**config.mk**
```make
export PLATFORM = sky130hd
export DESIGN_NAME = nmea_rmc_sentence_parser_unit_flat
export DESIGN_NICKNAME = d
export VERILOG_FILES = /design/src/nrmc_pkg.sv /design/src/nrmc_stream_if.sv /design/src/nrmc_core.sv /design/src/nmea_rmc_sentence_parser_unit.sv /design/src/flat_wrapper.sv
export SDC_FILE = /design/constraint.sdc
export NUM_CORES = 1
export LEC_CHECK = 0
export BUFFER_PORTS_ARGS = -buffer_cell sky130_fd_sc_hd__buf_2
export CORE_MARGIN = 5
export CORE_UTILIZATION = 49
export CTS_BUF_LIST = sky130_fd_sc_hd__clkbuf_8
export DETAILED_ROUTE_END_ITERATION = 8
export HOLD_SLACK_MARGIN = 0.08
export PLACE_DENSITY = 0.67
export SLEW_MARGIN = 20
export SYNTH_ARGS = -nofsm -noshare
export SYNTH_HDL_FRONTEND = slang
export SYNTH_HIERARCHICAL = 1
export SYNTH_SLANG_ARGS = --single-unit
```
**constraint.sdc**
```tcl
create_clock -name clk -period 12.1 [get_ports clk]
set_clock_uncertainty 0.1 [all_clocks]
set_input_delay 1.21 -clock clk [delete_from_list [all_inputs] [get_ports clk]]
set_output_delay 1.21 -clock clk [all_outputs]
set_load 0.01 [all_outputs]
```
**src/nrmc_pkg.sv**
```systemverilog
package nrmc_pkg;

  localparam int unsigned DIGIT_W = 20;
  localparam logic [DIGIT_W-1:0] DIGIT_MAX = 20'd999999;
  localparam logic [4:0] TERM_MAX = 5'd31;
  localparam logic [2:0] POS_MAX = 3'd7;
  localparam logic [2:0] NAME_LEN = 3'd5;

  // Term indexes that carry fields of interest.
  localparam logic [4:0] TERM_NAME = 5'd0;
  localparam logic [4:0] TERM_TIME = 5'd1;
  localparam logic [4:0] TERM_STATUS = 5'd2;
  localparam logic [4:0] TERM_DATE = 5'd9;

  localparam logic [7:0] CH_COMMA = 8'h2C;
  localparam logic [7:0] CH_STAR = 8'h2A;
  localparam logic [7:0] CH_LF = 8'h0A;
  localparam logic [7:0] CH_CR = 8'h0D;
  localparam logic [7:0] CH_DOLLAR = 8'h24;
  localparam logic [7:0] CH_A = 8'h41;
  localparam logic [7:0] CH_ZERO = 8'h30;
  localparam logic [7:0] CH_NINE = 8'h39;

  typedef struct packed {
    logic [7:0] rx_byte;
  } in_item_t;

  typedef struct packed {
    logic               sentence_ok;
    logic [DIGIT_W-1:0] utc_time;
    logic [DIGIT_W-1:0] utc_date;
  } out_item_t;

  typedef struct packed {
    logic [7:0]         running_xor;
    logic               in_payload;
    logic               is_rmc;
    logic               fix_valid;
    logic [4:0]         term_index;
    logic [2:0]         char_pos;
    logic               name_match;
    logic [DIGIT_W-1:0] digit_acc;
    logic               digits_ended;
    logic               first_is_a;
    logic [7:0]         hex_hi_char;
    logic [7:0]         hex_lo_char;
    logic [DIGIT_W-1:0] time_reg;
    logic [DIGIT_W-1:0] date_reg;
  } parse_state_t;

  // Expected character of the sentence name at a given position.
  function automatic logic [7:0] name_char(input logic [2:0] pos);
    logic [7:0] ch;
    case (pos)
      3'd0: ch = 8'h47;
      3'd1: ch = 8'h50;
      3'd2: ch = 8'h52;
      3'd3: ch = 8'h4D;
      3'd4: ch = 8'h43;
      default: ch = 8'h00;
    endcase
    return ch;
  endfunction

  // Hex digit value; bit 4 set means the character is not a hex digit.
  function automatic logic [4:0] hex_value(input logic [7:0] ch);
    logic [4:0] v;
    if (ch >= 8'h30 && ch <= 8'h39) begin
      v = {1'b0, ch[3:0]};
    end else if ((ch >= 8'h41 && ch <= 8'h46) || (ch >= 8'h61 && ch <= 8'h66)) begin
      v = {1'b0, ch[3:0] + 4'd9};
    end else begin
      v = 5'd16;
    end
    return v;
  endfunction

endpackage

```
**src/nrmc_stream_if.sv**
```systemverilog
interface nrmc_stream_if #(
  parameter type payload_t = logic [7:0]
);
  logic     valid;
  logic     ready;
  payload_t payload;

  modport source (output valid, output payload, input ready);
  modport sink (input valid, input payload, output ready);
endinterface

```
**src/nrmc_core.sv**
```systemverilog
module nrmc_core (
  input  logic               clk,
  input  logic               rst_n,
  input  logic               step,
  input  logic [7:0]         rx_byte,
  output nrmc_pkg::out_item_t result
);

  nrmc_pkg::parse_state_t st_r;
  nrmc_pkg::parse_state_t st_nxt;
  nrmc_pkg::parse_state_t st_init;
  logic                   ok;
  logic [23:0]            acc_wide;
  logic [4:0]             hi_val;
  logic [4:0]             lo_val;
  logic                   is_digit;

  assign is_digit = (rx_byte >= nrmc_pkg::CH_ZERO) && (rx_byte <= nrmc_pkg::CH_NINE);
  assign acc_wide = {4'd0, st_r.digit_acc} * 24'd10 + {20'd0, rx_byte[3:0]};
  assign hi_val = nrmc_pkg::hex_value(st_r.hex_hi_char);
  assign lo_val = nrmc_pkg::hex_value(st_r.hex_lo_char);

  // Everything clears on reset except the name match, which starts out set.
  always_comb begin
    st_init = '0;
    st_init.name_match = 1'b1;
  end

  always_comb begin
    st_nxt = st_r;
    ok = 1'b0;
    if (!rx_byte[7]) begin
      case (rx_byte)
        nrmc_pkg::CH_COMMA: begin
          st_nxt.running_xor = st_r.running_xor ^ rx_byte;
          if (st_r.term_index == nrmc_pkg::TERM_NAME && st_r.name_match &&
              st_r.char_pos == nrmc_pkg::NAME_LEN) begin
            st_nxt.is_rmc = 1'b1;
          end
          if (st_nxt.is_rmc) begin
            if (st_r.term_index == nrmc_pkg::TERM_TIME) begin
              st_nxt.time_reg = st_r.digit_acc;
            end else if (st_r.term_index == nrmc_pkg::TERM_STATUS) begin
              st_nxt.fix_valid = st_r.first_is_a;
            end else if (st_r.term_index == nrmc_pkg::TERM_DATE) begin
              st_nxt.date_reg = st_r.digit_acc;
            end
          end
          if (st_r.term_index != nrmc_pkg::TERM_MAX) begin
            st_nxt.term_index = st_r.term_index + 5'd1;
          end
          st_nxt.char_pos = '0;
          st_nxt.name_match = 1'b1;
          st_nxt.digit_acc = '0;
          st_nxt.digits_ended = 1'b0;
          st_nxt.first_is_a = 1'b0;
        end
        nrmc_pkg::CH_STAR: begin
          st_nxt.in_payload = 1'b0;
          st_nxt.char_pos = '0;
          st_nxt.name_match = 1'b0;
        end
        nrmc_pkg::CH_CR: begin
          st_nxt = st_r;
        end
        nrmc_pkg::CH_LF, nrmc_pkg::CH_DOLLAR: begin
          if (rx_byte == nrmc_pkg::CH_LF && st_r.fix_valid) begin
            ok = !hi_val[4] && !lo_val[4] && ({hi_val[3:0], lo_val[3:0]} == st_r.running_xor);
          end else begin
            st_nxt.running_xor = '0;
            st_nxt.in_payload = (rx_byte == nrmc_pkg::CH_DOLLAR);
            st_nxt.is_rmc = 1'b0;
            st_nxt.fix_valid = 1'b0;
            st_nxt.term_index = '0;
            st_nxt.hex_hi_char = '0;
            st_nxt.hex_lo_char = '0;
            st_nxt.char_pos = '0;
            st_nxt.name_match = 1'b1;
            st_nxt.digit_acc = '0;
            st_nxt.digits_ended = 1'b0;
            st_nxt.first_is_a = 1'b0;
          end
        end
        default: begin
          if (st_r.in_payload) begin
            st_nxt.running_xor = st_r.running_xor ^ rx_byte;
          end else if (st_r.char_pos == 3'd0) begin
            st_nxt.hex_hi_char = rx_byte;
          end else if (st_r.char_pos == 3'd1) begin
            st_nxt.hex_lo_char = rx_byte;
          end
          if (st_r.char_pos == 3'd0) begin
            st_nxt.first_is_a = (rx_byte == nrmc_pkg::CH_A);
          end
          if (st_r.char_pos >= nrmc_pkg::NAME_LEN ||
              rx_byte != nrmc_pkg::name_char(st_r.char_pos)) begin
            st_nxt.name_match = 1'b0;
          end
          if (!st_r.digits_ended && is_digit) begin
            st_nxt.digit_acc = (acc_wide > {4'd0, nrmc_pkg::DIGIT_MAX}) ?
                               nrmc_pkg::DIGIT_MAX : acc_wide[nrmc_pkg::DIGIT_W-1:0];
          end else begin
            st_nxt.digits_ended = 1'b1;
          end
          if (st_r.char_pos != nrmc_pkg::POS_MAX) begin
            st_nxt.char_pos = st_r.char_pos + 3'd1;
          end
        end
      endcase
    end
  end

  always_comb begin
    result.sentence_ok = ok;
    result.utc_time = st_nxt.time_reg;
    result.utc_date = st_nxt.date_reg;
  end

  always_ff @(posedge clk) begin
    if (!rst_n) begin
      st_r <= st_init;
    end else if (step) begin
      st_r <= st_nxt;
    end
  end

endmodule

```
**src/nmea_rmc_sentence_parser_unit.sv**
```systemverilog
// Byte-serial parser for NMEA 0183 RMC sentences. Every accepted byte gives
// exactly one result beat: sentence_ok is high only for the newline that ends
// a GPRMC sentence with an 'A' fix status and a matching XOR checksum, and
// utc_time/utc_date always show the last time and date terms parsed. One byte
// is taken per cycle while the result side is not stalled. A byte is held in the
// input register while the parser state updates, and its result beat is loaded
// into the result register as the byte advances and is offered from there. The
// rate is set by the parser state update.
module nmea_rmc_sentence_parser_unit (
  input logic           clk,
  input logic           rst_n,
  nrmc_stream_if.sink   in_ch,
  nrmc_stream_if.source out_ch
);

  logic                in_vld_r;
  logic [7:0]          in_byte_r;
  logic                out_vld_r;
  nrmc_pkg::out_item_t out_r;
  nrmc_pkg::out_item_t core_result;
  logic                advance;

  // The held byte moves on when the result register is free or being emptied.
  assign advance = in_vld_r && (!out_vld_r || out_ch.ready);
  assign in_ch.ready = !in_vld_r || advance;

  always_ff @(posedge clk) begin
    if (!rst_n) begin
      in_vld_r <= 1'b0;
    end else if (in_ch.ready) begin
      in_vld_r <= in_ch.valid;
    end
  end

  always_ff @(posedge clk) begin
    if (in_ch.ready && in_ch.valid) begin
      in_byte_r <= in_ch.payload.rx_byte;
    end
  end

  nrmc_core u_core (
    .clk     (clk),
    .rst_n   (rst_n),
    .step    (advance),
    .rx_byte (in_byte_r),
    .result  (core_result)
  );

  always_ff @(posedge clk) begin
    if (!rst_n) begin
      out_vld_r <= 1'b0;
    end else if (advance) begin
      out_vld_r <= 1'b1;
    end else if (out_ch.ready) begin
      out_vld_r <= 1'b0;
    end
  end

  always_ff @(posedge clk) begin
    if (advance) begin
      out_r <= core_result;
    end
  end

  assign out_ch.valid = out_vld_r;
  assign out_ch.payload = out_r;

  a_hold_input: assert property (@(posedge clk) disable iff (!rst_n)
    in_vld_r && !advance |=> in_vld_r && $stable(in_byte_r))
    else $error("held input byte lost while the result side was stalled");

  a_advance_fills: assert property (@(posedge clk) disable iff (!rst_n)
    advance |=> out_vld_r)
    else $error("result beat missing after a byte was processed");

  a_time_range: assert property (@(posedge clk) disable iff (!rst_n)
    out_vld_r |-> (out_r.utc_time <= nrmc_pkg::DIGIT_MAX) &&
                  (out_r.utc_date <= nrmc_pkg::DIGIT_MAX))
    else $error("time or date beyond saturation limit");

endmodule

```
**src/flat_wrapper.sv**
```systemverilog
// flat-port wrapper written by rule: the top's interface ports become plain ports
module nmea_rmc_sentence_parser_unit_flat 
  (clk, rst_n, in_ch_valid, in_ch_payload, in_ch_ready, out_ch_valid, out_ch_payload, out_ch_ready);
  nrmc_stream_if #(.payload_t(nrmc_pkg::in_item_t)) in_ch_i ();
  nrmc_stream_if #(.payload_t(nrmc_pkg::out_item_t)) out_ch_i ();
  input logic clk;
  input logic rst_n;
  input wire logic [$bits(in_ch_i.valid)-1:0] in_ch_valid;
  input wire logic [$bits(in_ch_i.payload)-1:0] in_ch_payload;
  output wire logic [$bits(in_ch_i.ready)-1:0] in_ch_ready;
  output wire logic [$bits(out_ch_i.valid)-1:0] out_ch_valid;
  output wire logic [$bits(out_ch_i.payload)-1:0] out_ch_payload;
  input wire logic [$bits(out_ch_i.ready)-1:0] out_ch_ready;
  assign in_ch_i.valid = in_ch_valid;
  assign in_ch_i.payload = in_ch_payload;
  assign in_ch_ready = in_ch_i.ready;
  assign out_ch_valid = out_ch_i.valid;
  assign out_ch_payload = out_ch_i.payload;
  assign out_ch_i.ready = out_ch_ready;
  nmea_rmc_sentence_parser_unit u_core (.clk(clk), .rst_n(rst_n), .in_ch(in_ch_i), .out_ch(out_ch_i));
endmodule
```
# Word-level counts from Yosys, hierarchy flattened
# Cells that the tools add are included.
# classes
reduce_logical,54
n_mul,1
muxes,41
order_cmp,16
bitwise,7
n_eq_ne,26
addsub,5
# op_table
cell,count
two-way mux 20 bit,6
two-way mux 40 bit,3
case mux 22 bit (3 select lines),1
two-way mux 58 bit,1
two-way mux 8 bit,6
case mux 7 bit (5 select lines),1
AND reduction 5 bit,7
greater-or-equal comparator 8 x 7 -> 1 bit (second input constant),4
less-or-equal comparator 8 x 7 -> 1 bit (second input constant),4
case mux 16 bit (2 select lines),1
two-way mux 5 bit,5
adder 24 x 4 -> 24 bit,1
equality test 8 x 6 -> 1 bit (second input constant),3
greater-or-equal comparator 8 x 6 -> 1 bit (second input constant),3
greater-than comparator 24 x 20 -> 1 bit (second input constant),1
less-or-equal comparator 8 x 6 -> 1 bit (second input constant),3
case mux 8 bit (3 select lines),1
multiplier 20 x 3 -> 23 bit (second input constant),1
equality test 8 x 4 -> 1 bit (second input constant),2
two-way mux 16 bit,1
case mux 4 bit (4 select lines),1
logical AND 1 bit,15
case mux 7 bit (2 select lines),1
AND reduction 7 bit,2
35 further kinds,76
# totals
input_bits,12
elab_cells,170
register_bits,149

# Longest topological paths before layout
# depth
ltp_word,9
ltp_mapped,15
depth_no_buf,13

# By module
# The synthesis kept the hierarchy.
# modules_own_cells
mod,area_each_um2,cells_per_inst,n_inst
nrmc_core,7295.7,819,1
nmea_rmc_sentence_parser_unit,1575.3,58,1

# Worst setup path after synthesis
# OpenSTA, ideal clock, no wires.
# synth_path
path_type,input-to-reg
startpoint,input port out_ch_ready
endpoint,register u_core/u_core/st_r[48] (netlist name)
n_path_buf,0
t_required_ns,11.884
setup_slack_ns,6.456
stages,10
t_arrival_ns,5.428
cell_sequence,nor2b_4 nor2b_1 inv_1 a311oi_2 o31ai_1 a21oi_1 nand2_1 a21oi_1 mux2i_1 nor2b_1
# synth_between
elab_chain_len,3
# synth_rtl
element,line,rtl
"start, declared",flat_wrapper.sv:13,input wire logic [$bits(out_ch_i.ready)-1:0] out_ch_ready;
logical OR 1 bit,nmea_rmc_sentence_parser_unit.sv:24,assign advance = in_vld_r && (!out_vld_r || out_ch.ready);
logical AND 1 bit,nmea_rmc_sentence_parser_unit.sv:24,
net u_core.advance,nmea_rmc_sentence_parser_unit.sv:21,logic advance;
AND reduction 6 bit (no source line),-,
"end signal, assigned",nrmc_core.sv:121,st_r <= st_init;
"end signal, assigned",nrmc_core.sv:123,st_r <= st_nxt;
"end, declared",nrmc_core.sv:9,nrmc_pkg::parse_state_t st_r;
# The timed path passes the listed nets, and every way through them passes these cells.
# A chain may end at the register's enable or synchronous reset.

# Worst setup path after layout
# layout_path
startpoint,register u_core/u_core/st_r[59] (netlist name)
endpoint,register u_core/u_core/st_r[66] (netlist name)
# layout_between
elab_chain_len,6
# layout_rtl
element,line,rtl
multiplier 20 x 3 -> 23 bit (*),nrmc_core.sv:19,"assign acc_wide = {4'd0, st_r.digit_acc} * 24'd10 + {20'd0, rx_byte[3:0]};"
adder 24 x 4 -> 24 bit (*),nrmc_core.sv:19,
greater-than comparator 24 x 20 -> 1 bit,nrmc_core.sv:100,"st_nxt.digit_acc = (acc_wide > {4'd0, nrmc_pkg::DIGIT_MAX}) ?"
two-way mux 20 bit (*),nrmc_core.sv:100,
two-way mux 20 bit (*),nrmc_core.sv:99,if (!st_r.digits_ended && is_digit) begin
case mux 22 bit (3 select lines) (*),nrmc_core.sv:33,case (rx_byte)
# Mark *: on every way between the ends. The rest lies on a longest branch, timed or not. The select of a mux whose other input is x is not followed.

==> key figures <==
Run status
  – Outcome: completed

Global routing
  – Antenna violations before repair: 0
  – Total gr overflow: 0
  – Largest net degree at the start of global routing: 87
  – First-pass GRT wire length: 32.2 mm
  – Gr usage total: 0.192
  – Number of global-route vias before repair: approximately 6400

Timing
  – Tmin final: 4.62 ns
  – Slew @ Worst Pin: 0.931 ns
  – Headroom to the max-slew limit: 0.374
  – RSZ-0062 raised after global routing: no
  – Setup Viol. Count Final: 0
  – Tcrit/Tclk final: 0.382
  – Final Max Slew Viols: 0
  – F_max: 216 MHz
  – Final Hold Viols: 0
  – Final hold slack: 0.352 ns
  – Final setup TNS: 0 ns

Detailed routing
  – Antenna viol nets, final: 0
  – DRC: 0
  – First-pass DRT Iterations: 5
  – Initial DRC count: between 300 and 400
  – WL/cell: 16.8 um
  – Drt via density: between 5 and 6
  – DR vias: 6643
  – Total routed wirelength: just under 20 mm

Clock tree
  – Post-CTS Setup Inserts: 0
  – Hold Buf Count CTS: 0
  – CTS resizes: 0
  – TritonCTS Buffers: 17
  – Clock latency on the worst-skew pair: between 0.4 and 0.5 ns
  – CTS Buffer Depth: 2
  – Clk sinks: 147
  – Root buffer cell: clkbuf_8
  – Clock transition at path regs: 0.08 ns
  – H-tree levels: 4
  – CTS tree: yes

Synthesis
  – Post-synthesis register bit count: roughly 150
  – Netlist Area Pre-Place: 8870 sq um
  – Share of flip-flops with an asynchronous set or reset: 0
  – Sequential share of the synthesized area: 0.387
  – Yosys warns: 6
  – Top_reg_cell synth: dfxtp_1
  – Yosys top cell area share: 0.221
  – Syn Nets: 947
  – Largest area contributor in the netlist: dfxtp_1
  – Unique masters post-synth: 88
  – Avg Cell Area, Syn: 10.1 sq um
  – Mapped Cells: 877
  – Synth area leaders: dfxtp_1 (22%), edfxtp_1 (17%), ha_1 (7.9%), mux2_2 (5.2%), o211a_1 (4.9%)
  – Number of flops mapped to enable cells by yosys: roughly 50

Pwr
  – VDD IR max: 0.0000684 V
  – Lkg Pwr: roughly 4.3 nW
  – Sequential share of power: 0.557
  – Comb power frac: 0.081
  – P_int: 0.723 mW
  – Power density cells: just over 100 nW/um^2
  – Clock share of power: 0.362
  – Net Switching: 0.255 mW
  – Sw Ratio: 0.261

Floorplanning
  – Die area: 20900 sq um
  – Core Region: 17900 sq um
  – Die W: 145 um
  – Io pins: 55
  – Rows: between 40 and 50
  – Starting Density: 0.496
  – Chip height: 145 um

Setup path
  – Critical Path End Type: register
  – Worst-path maximum fanout: 12
  – Startpoint types: register
  – CP arrival: 4.90 ns
  – Req. time, crit path: 12.38 ns
  – WS Path Type: register to register

Placement
  – Buffers added on ports: 54
  – DP HPWL: between 10 and 15 mm
  – Gpl congestion: 0.837

Run
  – Maxcap violations: 0

Worst hold path
  – Hold crit path type: register to register

Final layout
  – Nets: 984
  – Share of layout cells above drive strength 1: 0.220
  – Diodes inserted: 0
  – Final Core Density: 0.541
  – Area grow syn2layout: 9.13%
cells by family after synthesis:
group	Yosys count	synth area share
AND/OR/NAND/NOR	291	0.190
adder cells (fa/ha/maj)	58	0.0835
AO/OA/AOI/OAI	208	0.184
flip-flops	147	0.387
multiplexers	63	0.0769
XOR/XNOR	48	0.0504
buffers and inverters	62	0.0279
state kept, by name, summed over array words and instances (netlist names):
name and flops:
u_core/u_core/st_r 96, u_core/out_ch.payload 41, u_core/in_byte_r 8, u_core/in_vld_r 1
u_core/out_ch.valid 1
worst max-delay path: stages, from the launching register on:
cell,delay [ns]
dfxtp_1,0.46
ha_1,0.28
ha_1,0.25
fa_1,0.49
a211oi_4,0.41
nor3_1,0.13
nand2b_1,0.21
nor4_2,0.82
a21oi_1,0.19
a311oi_1,0.40
a211oi_4,0.16
nor3_4,0.41
a32o_1,0.24
per-stage QoR:
step           instance area [sq um]  setup slack, ns  std cells  power, mW
2_1_floorplan                   8870             6.46        877      0.611
3_3_place_gp                    9310             7.52       1124      0.633
3_5_place_dp                    9310             7.43       1124      0.635
4_1_cts                         9680             7.50       1156      0.988
5_1_grt                         9680             7.03       1156       1.02
6_report                        9680             7.48       1156      0.977
worst paths after layout:
kind / from / endpoint / slack, ns / depth (start not counted)
min reg2reg: u_core/u_core/st_r[97] / u_core/u_core/st_r[97] / 0.35 / 2
max: u_core/u_core/st_r[59] / u_core/u_core/st_r[66] / 7.48 / 12
max reg2reg: u_core/u_core/st_r[59] / u_core/u_core/st_r[66] / 7.48 / 12
min: u_core/u_core/st_r[97] / u_core/u_core/st_r[97] / 0.35 / 2
synthesized netlist by cell type (3+ instances only):
library cell	count
nor2_1	57
a22oi_1	4
o31ai_1	5
nor2b_1	26
a31o_1	9
buf_2	3
nand2b_1	5
nand4_1	6
inv_1	19
o21ai_0	27
xor2_1	24
o211a_1	43
nor3_1	12
o211ai_1	4
and4b_1	4
mux2_2	41
or4_1	3
ha_1	56
a31oi_1	5
clkbuf_1	38
nand2_1	42
edfxtp_1	49
nor3b_1	5
a311oi_1	3
a32o_1	3
or3_1	4
nand3_1	18
nor4_1	11
and4_1	5
a211oi_1	5
a21o_1	9
and2_1	22
and3_1	10
or2_2	43
o22ai_1	3
o21ai_1	4
mux2i_1	22
a21oi_1	41
o21bai_1	6
xnor2_1	22
o21a_1	4
dfxtp_1	98
final cells by class:
type / count / area (sq um)
Fill cell: 1601 / 8220
Multi-Input combinational cell: 668 / 5200
Sequential cell: 147 / 3430
Timing Repair Buffer: 61 / 323
Tap cell: 229 / 287
Clock buffer: 18 / 248
Clock inverter: 14 / 116
Inverter: 19 / 71.3
cell usage in the layout, fill, tap and decap left out, drive strengths merged, types with 14 or more instances in the layout:
cell type	instances
xor2	24
o211a	43
nor2	57
ha	56
o21ai	32
mux2i	22
or2	44
inv	27
nand2	42
nor3	14
clkbuf	18
mux2	41
nor4	14
nor2b	27
dfxtp	98
nand3	18
buf	61
edfxtp	49
and2	22
a21oi	41
xnor2	24
per-layer routing:
| metal | wire (um) | track usage | up-vias |
|---|---|---|---|
| met2 | 8480 | 0.293 | 135 |
| met5 | 0 | 0 | - |
| li1 | - | - | 3335 |
| met1 | 9930 | 0.281 | 3159 |
| met4 | 216 | 0.0525 | 0 |
| met3 | 809 | 0.0344 | 14 |
power groups by stage:
stage	Clock, mW	Sequential (mW)	Combinational (mW)
finish	0.354	0.544	0.0792
global route	0.387	0.547	0.0875
CTS	0.364	0.544	0.0796
detailed placement	0	0.555	0.0793
global placement	0	0.554	0.0781
floorplan	0	0.554	0.0568
Note: power is estimated with default switching activity, not from simulation.
